**config.mk**
```make
export PLATFORM = sky130hd
export DESIGN_NAME = clap_switch_pwm_dimmer_top_flat
export DESIGN_NICKNAME = d
export VERILOG_FILES = /design/src/hdl/cspd_pkg.sv /design/src/hdl/cspd_in_if.sv /design/src/hdl/cspd_out_if.sv /design/src/hdl/cspd_cfg_regs.sv /design/src/hdl/cspd_step.sv /design/src/hdl/clap_switch_pwm_dimmer_top.sv /design/src/flat_wrapper.sv
export SDC_FILE = /design/constraint.sdc
export NUM_CORES = 1
export LEC_CHECK = 0
export ABC_AREA = 0
export BUFFER_PORTS_ARGS = -buffer_cell sky130_fd_sc_hd__buf_2
export CORE_UTILIZATION = 49
export CTS_CLUSTER_DIAMETER = 50
export DETAILED_ROUTE_END_ITERATION = 10
export PLACE_DENSITY = 0.69
export REMOVE_ABC_BUFFERS = 1
export SETUP_SLACK_MARGIN = 0.1
export SLEW_MARGIN = 20
export SYNTH_ARGS = -nofsm -noshare
export SYNTH_HDL_FRONTEND = slang
export SYNTH_SLANG_ARGS = --single-unit
```
**constraint.sdc**
```tcl
create_clock -name clk -period 4.3 [get_ports clk]
set_input_delay 0.86 -clock clk [delete_from_list [all_inputs] [get_ports clk]]
set_output_delay 0.86 -clock clk [all_outputs]
set_load 0.005 [all_outputs]
```
**src/hdl/cspd_pkg.sv**
```systemverilog
package cspd_pkg;

  // Default width of the tick counters.
  localparam int COUNTER_WIDTH = 8;

  // Configuration port geometry.
  localparam int CFG_W     = 8;
  localparam int CFG_IDX_W = 3;

  // Register indexes of the configuration port.
  localparam logic [CFG_IDX_W-1:0] REG_PWM_PERIOD        = 3'd0;
  localparam logic [CFG_IDX_W-1:0] REG_DUTY_STEP         = 3'd1;
  localparam logic [CFG_IDX_W-1:0] REG_CLAP_MIN_GAP      = 3'd2;
  localparam logic [CFG_IDX_W-1:0] REG_CLAP_WINDOW       = 3'd3;
  localparam logic [CFG_IDX_W-1:0] REG_WINDOW_UNIT_TICKS = 3'd4;

  // Reset values of the registers and of the duty reference.
  localparam logic [CFG_W-1:0] RST_PWM_PERIOD        = 8'd50;
  localparam logic [CFG_W-1:0] RST_DUTY_STEP         = 8'd10;
  localparam logic [CFG_W-1:0] RST_CLAP_MIN_GAP      = 8'd25;
  localparam logic [CFG_W-1:0] RST_CLAP_WINDOW       = 8'd25;
  localparam logic [CFG_W-1:0] RST_WINDOW_UNIT_TICKS = 8'd100;
  localparam logic [CFG_W-1:0] RST_DUTY_REFERENCE    = 8'd50;

  // A clap sequence completes on this many valid claps.
  localparam logic [1:0] CLAPS_TO_TOGGLE = 2'd2;

  typedef struct packed {
    logic [CFG_W-1:0] pwm_period;
    logic [CFG_W-1:0] duty_step;
    logic [CFG_W-1:0] clap_min_gap;
    logic [CFG_W-1:0] clap_window;
    logic [CFG_W-1:0] window_unit_ticks;
  } cfg_t;

  typedef struct packed {
    logic tick;
    logic toggle_button;
    logic dim_button;
    logic clap;
  } step_in_t;

  typedef struct packed {
    logic             lamp;
    logic             lamp_enabled;
    logic [CFG_W-1:0] duty_level;
  } step_out_t;

endpackage

```
**src/hdl/cspd_in_if.sv**
```systemverilog
interface cspd_in_if;
  logic valid;
  logic ready;
  logic tick;
  logic toggle_button;
  logic dim_button;
  logic clap;

  modport source (output valid, output tick, output toggle_button, output dim_button,
                  output clap, input ready);
  modport sink (input valid, input tick, input toggle_button, input dim_button,
                input clap, output ready);
endinterface

```
**src/hdl/cspd_out_if.sv**
```systemverilog
interface cspd_out_if;
  logic       valid;
  logic       ready;
  logic       lamp;
  logic       lamp_enabled;
  logic [7:0] duty_level;

  modport source (output valid, output lamp, output lamp_enabled, output duty_level,
                  input ready);
  modport sink (input valid, input lamp, input lamp_enabled, input duty_level,
                output ready);
endinterface

```
**src/hdl/cspd_cfg_regs.sv**
```systemverilog
module cspd_cfg_regs (
  input  logic                           clk,
  input  logic                           rst_n,
  input  logic                           cfg_we,
  input  logic [cspd_pkg::CFG_IDX_W-1:0] cfg_idx,
  input  logic [cspd_pkg::CFG_W-1:0]     cfg_wdata,
  output cspd_pkg::cfg_t                 cfg
);

  cspd_pkg::cfg_t cfg_r;

  // Register file; writes to unused indexes are dropped.
  always_ff @(posedge clk) begin
    if (!rst_n) begin
      cfg_r.pwm_period        <= cspd_pkg::RST_PWM_PERIOD;
      cfg_r.duty_step         <= cspd_pkg::RST_DUTY_STEP;
      cfg_r.clap_min_gap      <= cspd_pkg::RST_CLAP_MIN_GAP;
      cfg_r.clap_window       <= cspd_pkg::RST_CLAP_WINDOW;
      cfg_r.window_unit_ticks <= cspd_pkg::RST_WINDOW_UNIT_TICKS;
    end else if (cfg_we) begin
      unique case (cfg_idx)
        cspd_pkg::REG_PWM_PERIOD:        cfg_r.pwm_period        <= cfg_wdata;
        cspd_pkg::REG_DUTY_STEP:         cfg_r.duty_step         <= cfg_wdata;
        cspd_pkg::REG_CLAP_MIN_GAP:      cfg_r.clap_min_gap      <= cfg_wdata;
        cspd_pkg::REG_CLAP_WINDOW:       cfg_r.clap_window       <= cfg_wdata;
        cspd_pkg::REG_WINDOW_UNIT_TICKS: cfg_r.window_unit_ticks <= cfg_wdata;
        default: ;
      endcase
    end
  end

  assign cfg = cfg_r;

endmodule

```
**src/hdl/cspd_step.sv**
```systemverilog
module cspd_step #(
  parameter int COUNTER_WIDTH = cspd_pkg::COUNTER_WIDTH
) (
  input  logic                clk,
  input  logic                rst_n,
  input  logic                step_en,
  input  cspd_pkg::step_in_t  step_in,
  input  cspd_pkg::cfg_t      cfg,
  output cspd_pkg::step_out_t step_out
);

  localparam int CW    = COUNTER_WIDTH;
  localparam int CMP_W = (CW > cspd_pkg::CFG_W) ? CW : cspd_pkg::CFG_W;
  localparam logic [CW-1:0] CNT_ONE = CW'(1);

  // Controller state.
  logic                      lamp_r,     lamp_nxt;
  logic                      en_r,       en_nxt;
  logic [CW-1:0]             sub_r,      sub_nxt;
  logic [CW-1:0]             win_r,      win_nxt;
  logic [CW-1:0]             gap_r,      gap_nxt;
  logic [CW-1:0]             pwm_r,      pwm_nxt;
  logic [1:0]                claps_r,    claps_nxt;
  logic [cspd_pkg::CFG_W-1:0] duty_r,    duty_nxt;
  logic                      tlatch_r,   tlatch_nxt;
  logic                      dlatch_r,   dlatch_nxt;

  // One full polling step, rules applied in order.
  always_comb begin
    lamp_nxt   = lamp_r;
    en_nxt     = en_r;
    sub_nxt    = sub_r;
    win_nxt    = win_r;
    gap_nxt    = gap_r;
    pwm_nxt    = pwm_r;
    claps_nxt  = claps_r;
    duty_nxt   = duty_r;
    tlatch_nxt = tlatch_r;
    dlatch_nxt = dlatch_r;

    // Tick counters.
    if (step_in.tick) begin
      sub_nxt = sub_r + CNT_ONE;
      gap_nxt = gap_r + CNT_ONE;
      if (en_r) begin
        pwm_nxt = pwm_r + CNT_ONE;
      end
    end

    // Toggle button, active low with a press latch.
    if (!step_in.toggle_button) begin
      if (!tlatch_r) begin
        lamp_nxt   = !lamp_r;
        tlatch_nxt = 1'b1;
        if (lamp_nxt) begin
          pwm_nxt = '0;
          en_nxt  = 1'b1;
        end else begin
          en_nxt = 1'b0;
        end
      end
    end else begin
      tlatch_nxt = 1'b0;
    end

    // Window unit rollover.
    if (CMP_W'(sub_nxt) == CMP_W'(cfg.window_unit_ticks)) begin
      sub_nxt = '0;
      win_nxt = win_r + CNT_ONE;
    end

    // Clap sequence.
    if (step_in.clap) begin
      if (CMP_W'(gap_nxt) >= CMP_W'(cfg.clap_min_gap) &&
          CMP_W'(win_nxt) <= CMP_W'(cfg.clap_window)) begin
        claps_nxt = claps_r + 2'd1;
        gap_nxt   = '0;
      end else begin
        win_nxt   = '0;
        gap_nxt   = '0;
        claps_nxt = '0;
      end
    end
    if (claps_nxt == cspd_pkg::CLAPS_TO_TOGGLE) begin
      lamp_nxt  = !lamp_nxt;
      en_nxt    = lamp_nxt;
      claps_nxt = '0;
    end

    // Dim button, active low with a press latch.
    if (!step_in.dim_button && !dlatch_r) begin
      if (duty_r > cfg.duty_step) begin
        duty_nxt = duty_r - cfg.duty_step;
      end else begin
        duty_nxt = cfg.pwm_period;
      end
      dlatch_nxt = 1'b1;
    end else if (step_in.dim_button && dlatch_r) begin
      dlatch_nxt = 1'b0;
    end

    // PWM drive against the duty reference.
    if (en_nxt) begin
      if (CMP_W'(pwm_nxt) >= CMP_W'(cfg.pwm_period)) begin
        pwm_nxt  = '0;
        lamp_nxt = 1'b1;
      end else if (CMP_W'(pwm_nxt) > CMP_W'(duty_nxt)) begin
        lamp_nxt = 1'b0;
      end else begin
        lamp_nxt = 1'b1;
      end
    end
  end

  // State advances once per transferred step.
  always_ff @(posedge clk) begin
    if (!rst_n) begin
      lamp_r   <= 1'b0;
      en_r     <= 1'b0;
      sub_r    <= '0;
      win_r    <= '0;
      gap_r    <= '0;
      pwm_r    <= '0;
      claps_r  <= '0;
      duty_r   <= cspd_pkg::RST_DUTY_REFERENCE;
      tlatch_r <= 1'b0;
      dlatch_r <= 1'b0;
    end else if (step_en) begin
      lamp_r   <= lamp_nxt;
      en_r     <= en_nxt;
      sub_r    <= sub_nxt;
      win_r    <= win_nxt;
      gap_r    <= gap_nxt;
      pwm_r    <= pwm_nxt;
      claps_r  <= claps_nxt;
      duty_r   <= duty_nxt;
      tlatch_r <= tlatch_nxt;
      dlatch_r <= dlatch_nxt;
    end
  end

  assign step_out.lamp         = lamp_nxt;
  assign step_out.lamp_enabled = en_nxt;
  assign step_out.duty_level   = duty_nxt;

endmodule

```
**src/hdl/clap_switch_pwm_dimmer_top.sv**
```systemverilog
// Clap-switch PWM lamp dimmer, one polling step per input transfer.
//
// Input channel (in_if): one transfer per polling pass carries tick,
// toggle_button, dim_button (buttons active low) and clap. Result channel
// (out_if): exactly one transfer per input, carrying lamp, lamp_enabled and
// duty_level after that step, in input order. Configuration (cfg_*): a
// write to register cfg_idx with cfg_wdata on any edge where cfg_we is high;
// write only while no step is in flight. Indexes 5 and up are ignored.
//
// Pipeline: the input register takes the step at its transfer, and the step
// logic fills the result register once it is free, where the result waits
// for out_if.ready. Throughput is one step per cycle while the receiver does
// not stall; the only loop is the controller state, which is updated in the
// same cycle its step moves into the result register.
//
// Reset (rst_n low, synchronous) empties both stages, clears the lamp and
// counters, loads the duty reference with 50 and the registers with their
// defaults. When the receiver stalls, the result register holds its value,
// the input register fills, and in_if.ready drops until the result moves.
module clap_switch_pwm_dimmer_top #(
  parameter int COUNTER_WIDTH = cspd_pkg::COUNTER_WIDTH
) (
  input  logic                           clk,
  input  logic                           rst_n,
  cspd_in_if.sink                        in_if,
  cspd_out_if.source                     out_if,
  input  logic                           cfg_we,
  input  logic [cspd_pkg::CFG_IDX_W-1:0] cfg_idx,
  input  logic [cspd_pkg::CFG_W-1:0]     cfg_wdata
);

  cspd_pkg::cfg_t      cfg;
  cspd_pkg::step_in_t  stage_r;
  cspd_pkg::step_out_t result;
  cspd_pkg::step_out_t out_r;
  logic                stage_valid_r;
  logic                out_valid_r;
  logic                stage_go;
  logic                in_take;

  cspd_cfg_regs u_cfg (
    .clk       (clk),
    .rst_n     (rst_n),
    .cfg_we    (cfg_we),
    .cfg_idx   (cfg_idx),
    .cfg_wdata (cfg_wdata),
    .cfg       (cfg)
  );

  cspd_step #(
    .COUNTER_WIDTH (COUNTER_WIDTH)
  ) u_step (
    .clk      (clk),
    .rst_n    (rst_n),
    .step_en  (stage_go),
    .step_in  (stage_r),
    .cfg      (cfg),
    .step_out (result)
  );

  // Handshake: the staged step moves on when the result register frees up.
  assign stage_go    = stage_valid_r && (!out_valid_r || out_if.ready);
  assign in_if.ready = !stage_valid_r || stage_go;
  assign in_take     = in_if.valid && in_if.ready;

  // Input register.
  always_ff @(posedge clk) begin
    if (!rst_n) begin
      stage_valid_r <= 1'b0;
    end else if (in_if.ready) begin
      stage_valid_r <= in_if.valid;
    end
  end

  always_ff @(posedge clk) begin
    if (in_take) begin
      stage_r.tick          <= in_if.tick;
      stage_r.toggle_button <= in_if.toggle_button;
      stage_r.dim_button    <= in_if.dim_button;
      stage_r.clap          <= in_if.clap;
    end
  end

  // Result register.
  always_ff @(posedge clk) begin
    if (!rst_n) begin
      out_valid_r <= 1'b0;
    end else if (stage_go) begin
      out_valid_r <= 1'b1;
    end else if (out_if.ready) begin
      out_valid_r <= 1'b0;
    end
  end

  always_ff @(posedge clk) begin
    if (stage_go) begin
      out_r <= result;
    end
  end

  assign out_if.valid        = out_valid_r;
  assign out_if.lamp         = out_r.lamp;
  assign out_if.lamp_enabled = out_r.lamp_enabled;
  assign out_if.duty_level   = out_r.duty_level;

endmodule

```
**src/flat_wrapper.sv**
```systemverilog
// flat-port wrapper written by rule: the top's interface ports become plain ports
module clap_switch_pwm_dimmer_top_flat 
#(
  parameter int COUNTER_WIDTH = cspd_pkg::COUNTER_WIDTH
)
  (clk, rst_n, cfg_we, cfg_idx, cfg_wdata, in_if_valid, in_if_tick, in_if_toggle_button, in_if_dim_button, in_if_clap, in_if_ready, out_if_valid, out_if_lamp, out_if_lamp_enabled, out_if_duty_level, out_if_ready);
  cspd_in_if in_if_i ();
  cspd_out_if out_if_i ();
  input  logic clk;
  input  logic rst_n;
  input  logic cfg_we;
  input  logic [cspd_pkg::CFG_IDX_W-1:0] cfg_idx;
  input  logic [cspd_pkg::CFG_W-1:0] cfg_wdata;
  input wire logic [$bits(in_if_i.valid)-1:0] in_if_valid;
  input wire logic [$bits(in_if_i.tick)-1:0] in_if_tick;
  input wire logic [$bits(in_if_i.toggle_button)-1:0] in_if_toggle_button;
  input wire logic [$bits(in_if_i.dim_button)-1:0] in_if_dim_button;
  input wire logic [$bits(in_if_i.clap)-1:0] in_if_clap;
  output wire logic [$bits(in_if_i.ready)-1:0] in_if_ready;
  output wire logic [$bits(out_if_i.valid)-1:0] out_if_valid;
  output wire logic [$bits(out_if_i.lamp)-1:0] out_if_lamp;
  output wire logic [$bits(out_if_i.lamp_enabled)-1:0] out_if_lamp_enabled;
  output wire logic [$bits(out_if_i.duty_level)-1:0] out_if_duty_level;
  input wire logic [$bits(out_if_i.ready)-1:0] out_if_ready;
  assign in_if_i.valid = in_if_valid;
  assign in_if_i.tick = in_if_tick;
  assign in_if_i.toggle_button = in_if_toggle_button;
  assign in_if_i.dim_button = in_if_dim_button;
  assign in_if_i.clap = in_if_clap;
  assign in_if_ready = in_if_i.ready;
  assign out_if_valid = out_if_i.valid;
  assign out_if_lamp = out_if_i.lamp;
  assign out_if_lamp_enabled = out_if_i.lamp_enabled;
  assign out_if_duty_level = out_if_i.duty_level;
  assign out_if_i.ready = out_if_ready;
  clap_switch_pwm_dimmer_top #(.COUNTER_WIDTH(COUNTER_WIDTH)) u_core (.clk(clk), .rst_n(rst_n), .in_if(in_if_i), .out_if(out_if_i), .cfg_we(cfg_we), .cfg_idx(cfg_idx), .cfg_wdata(cfg_wdata));
endmodule
```
; Word level (Yosys, flattened, before mapping)
; Cells that the tools add are included.
; W data, S select, Z words.
[classes]
reduce_logical = 22
n_mux = 34
add_sub_neg = 6
order_cmp = 5
eq_ne = 6
[ops]
columns = operator, n
row1 = $mux W8, 16
row2 = $add A8 B1 Y8 const B, 4
row3 = $ge A8 B8 Y1, 2
row4 = $gt A8 B8 Y1, 2
row5 = $mux W1, 15
row6 = $reduce_and A2 Y1, 6
row7 = $eq A8 B8 Y1, 1
row8 = $le A8 B8 Y1, 1
row9 = $sub A8 B8 Y8, 1
row10 = $eq A3 B2 Y1 const B, 2
row11 = $logic_not A1 Y1, 6
row12 = $mux W2, 3
row13 = $logic_and A1 B1 Y1, 5
row14 = $reduce_bool A2 Y1, 2
row15 = $eq A3 B1 Y1 const B, 1
row16 = $eq A3 B3 Y1 const B, 1
row17 = $logic_not A3 Y1, 1
row18 = $add A2 B1 Y2 const B, 1
row19 = $eq A2 B2 Y1 const B, 1
row20 = $logic_or A1 B1 Y1, 2
[word_totals]
word_cells = 97
out_inout_bits = 12
ff_bits = 102
input_bits = 20

; Logic depth before layout (Yosys ltp)
[logic_depth]
word_depth = 11
ltp_mapped = 20
depth_no_buf = 19

; Cells and area by module
; From an unflattened synthesis, not the netlist that was laid out.
[hier_totals]
cells_unflattened = 701
hier_area_um2 = 6199.7
[modules_own_cells]
columns = mod, cells_per_inst, area_each_um2, instances, seq_area_each_um2
row1 = cspd_step, 527, 4107.7, 1, 920.9
row2 = cspd_cfg_regs, 151, 1567.8, 1, 800.8
row3 = clap_switch_pwm_dimmer_top, 23, 524.3, 1, 460.4

; Worst setup path after synthesis
; OpenSTA, ideal clock, no wires.
[synth_path]
kind = register -> register
from = register u_core.u_step.sub_r[0]
to = register u_core.u_step.pwm_r[3]
setup_ps = 117
arrival_ps = 3989
path_slack_ps = 193
path_buffers = 1
stages_incl_launch_ff = 17
period_less_slack_ps = 4107
required_ps = 4183
path_cell_list = dfxtp_1 > ha_1 > nand4_2 > nor3_1 > o221ai_1 > a211oi_4 > buf_2 > nand3_1 > xnor2_1 > ha_1 > nand4_1 > or3b_2 > a21o_1 > and4_4 > a31oi_1 > o211ai_2 > a32o_1
[synth_between]
elab_chain_len = 11
[synth_rtl]
columns = item, line_no
row1 = "start, declared", cspd_step.sv:19  ; logic [CW-1:0] sub_r, sub_nxt;
row2 = "start signal, assigned", cspd_step.sv:131  ; sub_r <= sub_nxt;
row3 = $add A8 B1 Y8, cspd_step.sv:43  ; sub_nxt = sub_r + CNT_ONE;
row4 = $mux W8 *, cspd_step.sv:42  ; if (step_in.tick) begin
row5 = $eq A8 B8 Y1 *, cspd_step.sv:67  ; if (CMP_W'(sub_nxt) == CMP_W'(cfg.window_unit_ticks)) begin
row6 = $mux W8 *, cspd_step.sv:67
row7 = $le A8 B8 Y1 *, cspd_step.sv:75  ; CMP_W'(win_nxt) <= CMP_W'(cfg.clap_window)) begin
row8 = $logic_and A1 B1 Y1 *, cspd_step.sv:74  ; if (CMP_W'(gap_nxt) >= CMP_W'(cfg.clap_min_gap) &&
row9 = $mux W2 *, cspd_step.sv:74
row10 = $mux W2 *, cspd_step.sv:73  ; if (step_in.clap) begin
row11 = $eq A2 B2 Y1 *, cspd_step.sv:84  ; if (claps_nxt == cspd_pkg::CLAPS_TO_TOGGLE) begin
row12 = $mux W1 *, cspd_step.sv:84
row13 = $mux W8 *, cspd_step.sv:103  ; if (en_nxt) begin
row14 = "end signal, assigned", cspd_step.sv:134  ; pwm_r <= pwm_nxt;
row15 = "end, declared", cspd_step.sv:22  ; logic [CW-1:0] pwm_r, pwm_nxt;
; Every way passes the cells marked *; elsewhere a longest branch is shown, timed or not.
; A chain may end at the register's enable or synchronous reset.

; Worst setup path in the final report
[layout_path]
from = register u_core.stage_r[3] in the netlist's numbering
to = register u_core.u_step.pwm_r[6]
[layout_between]
elab_chain_len = 10
elab_cells_between_ends = 18
classes_between = 3 x order compare / 2 x eq/ne / 12 x mux / 1 x reduce/logical
[layout_rtl]
columns = item, line_no
row1 = "start, declared", clap_switch_pwm_dimmer_top.sv:33  ; cspd_pkg::step_in_t stage_r;
row2 = $mux W8, cspd_step.sv:42
row3 = $eq A8 B8 Y1, cspd_step.sv:67
row4 = $mux W8, cspd_step.sv:67
row5 = $le A8 B8 Y1, cspd_step.sv:75
row6 = $logic_and A1 B1 Y1, cspd_step.sv:74
row7 = $mux W2, cspd_step.sv:74
row8 = $mux W2, cspd_step.sv:73
row9 = $eq A2 B2 Y1, cspd_step.sv:84
row10 = $mux W1, cspd_step.sv:84
row11 = $mux W8 *, cspd_step.sv:103
; Marked as above.

==> metrics <==
H-tree depth=3; DRC violations left=3; leakage=2.60 nW; die width=112 um; Main synth FF type=dfxtp_1; first-pass GRT wire length=23.8 mm; critical path launch point type=register; Async S/R FF share, synth=0; outcome=finished, violations left; Layout Utilization=0.573; R2R depth=17; CTS sink cnt=between 100 and 150; Max FO, Critical Path=10; crit path kind=reg2reg; GRT Total Usage=0.240; Slew Limit Fails=0; Routed wire per std cell=16.1 um; setup ws final=0.218 ns; DP Area=6230 sq um; Warnings, synthesis=0; ANT cells=0; CTS Buf Count=9; Critical Path RT=between 4 and 5 ns; Routed Wire Length=14.6 mm; most common cell after layout, fill and taps aside=nand2_1; HP Start=u_core.u_cfg.cfg[18]$_SDFFE_PN0P_; Placer Congestion=0.882; Setup Viol. Count Final=0; hold path depth=2; r2r startpoint=u_core.stage_r[3]$_DFFE_PP_; fin nets=822; share of cells above drive strength 1=0.121; crit path capture type=register; DR vias/cell=roughly 6; Synth Area per Inst=8.13 sq um; most frequent cells in the layout=nand2_1, dfxtp_1, a21oi_1; Critical Path AT=4.32 ns; 1st-iter DRT viols=about 440; Starting Density=0.511; initial antenna violation count=0; Mapped Cells=729; I/O pin count=32; Clock Tree Buf Depth=2; pre-CTS setup slack=0.0677 ns; Slew @ Worst Pin=about 0.8 ns; mapped cell area=5930 sq um; Cell Rows=39; Worst Hold Class=reg2reg; IO Port Bufs=31; number of flops mapped to enable cells by yosys=14; Worst-path clk slew=0.07 ns; hpwl dp=10.6 mm; gr ovfl total=0; Max Cap Violations=0; CTS tree=built; Hold Path End=u_core.u_cfg.cfg[18]$_SDFFE_PN0P_; reg-to-reg slack, setup=0.22 ns; worst ir drop on vdd=0.281 mV; Die Span Y=112 um; PD cells=a little over 300 nW/um^2; Yosys reg bits=102; Design Area, Final=6660 sq um; Initial DRT Pass Iterations=10; FF-to-FF End=u_core.u_step.pwm_r[6]$_SDFFE_PN0P_; period utilization=0.949; Worst Clk Skew=approximately 0.0081 ns; area growth from synthesis to layout=12.3%; post-synthesis cell type count=64; vias in the first global route=just over 5000; Hold WS=0.458 ns; die area=about 13000 sq um; Vias=5319; hold_buf cts=0; pin count of the biggest net entering global routing=between 40 and 50; root buffer cell=clkbuf_16; fin crit period=4.08 ns; core region area=~12000 sq um; fmax=245 MHz; failing checks=design-rule violations; final count of hold timing violations=0; RSZ-0062 raised after global routing=true; Slew headroom=0.463; later-pin clock latency in the skew report=0.35 ns; DRT antenna net count=0; post-synthesis sequential area ratio=0.368
power breakdown:
part           internal [mW]  leakage (nW)  switching, mW
Combinational          0.106          1.61          0.168
Clock                  0.438         0.142          0.345
Sequential             0.996         0.848         0.0196
Total                   1.54          2.60          0.533
cell usage after synthesis (11+ instances only):
master    number  area share
nand2_1      109       0.069
dfxtp_1       88        0.30
a21oi_1       72       0.061
nor2_1        61       0.039
ha_1          45       0.095
inv_1         45       0.028
o21ai_0       38       0.032
xnor2_1       25       0.037
clkbuf_1      22       0.014
nand3_1       22       0.019
edfxtp_1      14       0.071
nand4_1       14       0.015
a21o_1        11       0.014
nor3_1        11      0.0093
o211ai_1      11       0.014
logic make-up after synthesis:
| kind of cell | share of synthesized area |
|---|---|
| buffers and inverters | 0.0525 |
| muxes | 0.00717 |
| xor gates and xnor gates | 0.0530 |
| and+or+nand+nor | 0.213 |
| DFF | 0.368 |
| adders and majority gates | 0.0983 |
| AOI/OAI and AO/OA | 0.208 |
layer usage:
layer	up-vias	routed length (um)	global-route usage
met4	0	309	0.0924
met5	-	0	0
met1	2529	6480	0.290
li1	2645	-	-
met2	124	7200	0.417
met3	21	580	0.0523
repair_timing:
action,4_1_cts,5_1_grt
endpoints found under the setup margin,9,13
cloned,0,1
setup buffers,0,4
pin swaps,0,4
gates resized for setup,3,16
worst max-delay path by stage:
stage | start | end | slack, ns | cells past startpoint
2_1_floorplan | u_core.stage_r[3]$_DFFE_PP_ | u_core.u_step.pwm_r[0]$_SDFFE_PN0P_ | -0.07 | 14
3_3_place_gp | u_core.u_step.duty_r[0]$_SDFFE_PN0P_ | u_core.out_if.lamp$_DFFE_PP_ | 0.15 | 19
3_5_place_dp | u_core.u_step.sub_r[0]$_SDFFE_PN0P_ | u_core.u_step.pwm_r[6]$_SDFFE_PN0P_ | 0.07 | 16
4_1_cts | u_core.u_step.sub_r[0]$_SDFFE_PN0P_ | u_core.u_step.pwm_r[6]$_SDFFE_PN0P_ | 0.10 | 16
5_1_grt | u_core.stage_r[3]$_DFFE_PP_ | u_core.u_step.pwm_r[5]$_SDFFE_PN0P_ | 0.04 | 17
6_report | u_core.stage_r[3]$_DFFE_PP_ | u_core.u_step.pwm_r[6]$_SDFFE_PN0P_ | 0.22 | 17
flip-flops by register name, summed over array words and instances (netlist names), 2 cells and up:
signal	count
u_core.u_cfg.cfg	40
u_core.stage_r	4
u_core.u_step.duty_r	8
u_core.u_step.pwm_r	8
u_core.u_step.gap_r	8
u_core.u_step.sub_r	8
u_core.u_step.win_r	8
u_core.out_if.duty_level	8
u_core.u_step.claps_r	2
area by class of cell:
type | instances | area [sq um]
fill | 1085 | 4960
multi-input combinational | 548 | 3510
sequential | 102 | 2190
timing repair buffer | 49 | 320
clock buffer | 13 | 270
tap | 143 | 179
inverter | 46 | 173
clock inverter | 3 | 17.5
worst max-delay path: stages, from the launching register on:
cell and delay (ns):
edfxtp_1 0.44, buf_4 0.16, buf_4 0.14, a21bo_2 0.22
nand3_1 0.10, a31oi_2 0.12, a211oi_4 0.33, buf_12 0.17
nand4_1 0.13, xnor2_1 0.17, ha_1 0.32, nand4_1 0.12
or3b_2 0.47, a21o_4 0.22, and4_4 0.21, a31oi_4 0.20
o211ai_4 0.15, a32o_1 0.30
per-stage QoR:
stage | TNS (ns) | power (mW) | instances
3_5_place_dp | 0 | 1.30 | 883
5_1_grt | 0 | 2.17 | 904
3_3_place_gp | 0 | 1.29 | 883
2_1_floorplan | -0.572 | 1.21 | 696
4_1_cts | 0 | 2.08 | 899
6_report | 0 | 2.07 | 904
(Power assumes the default switching activity.)
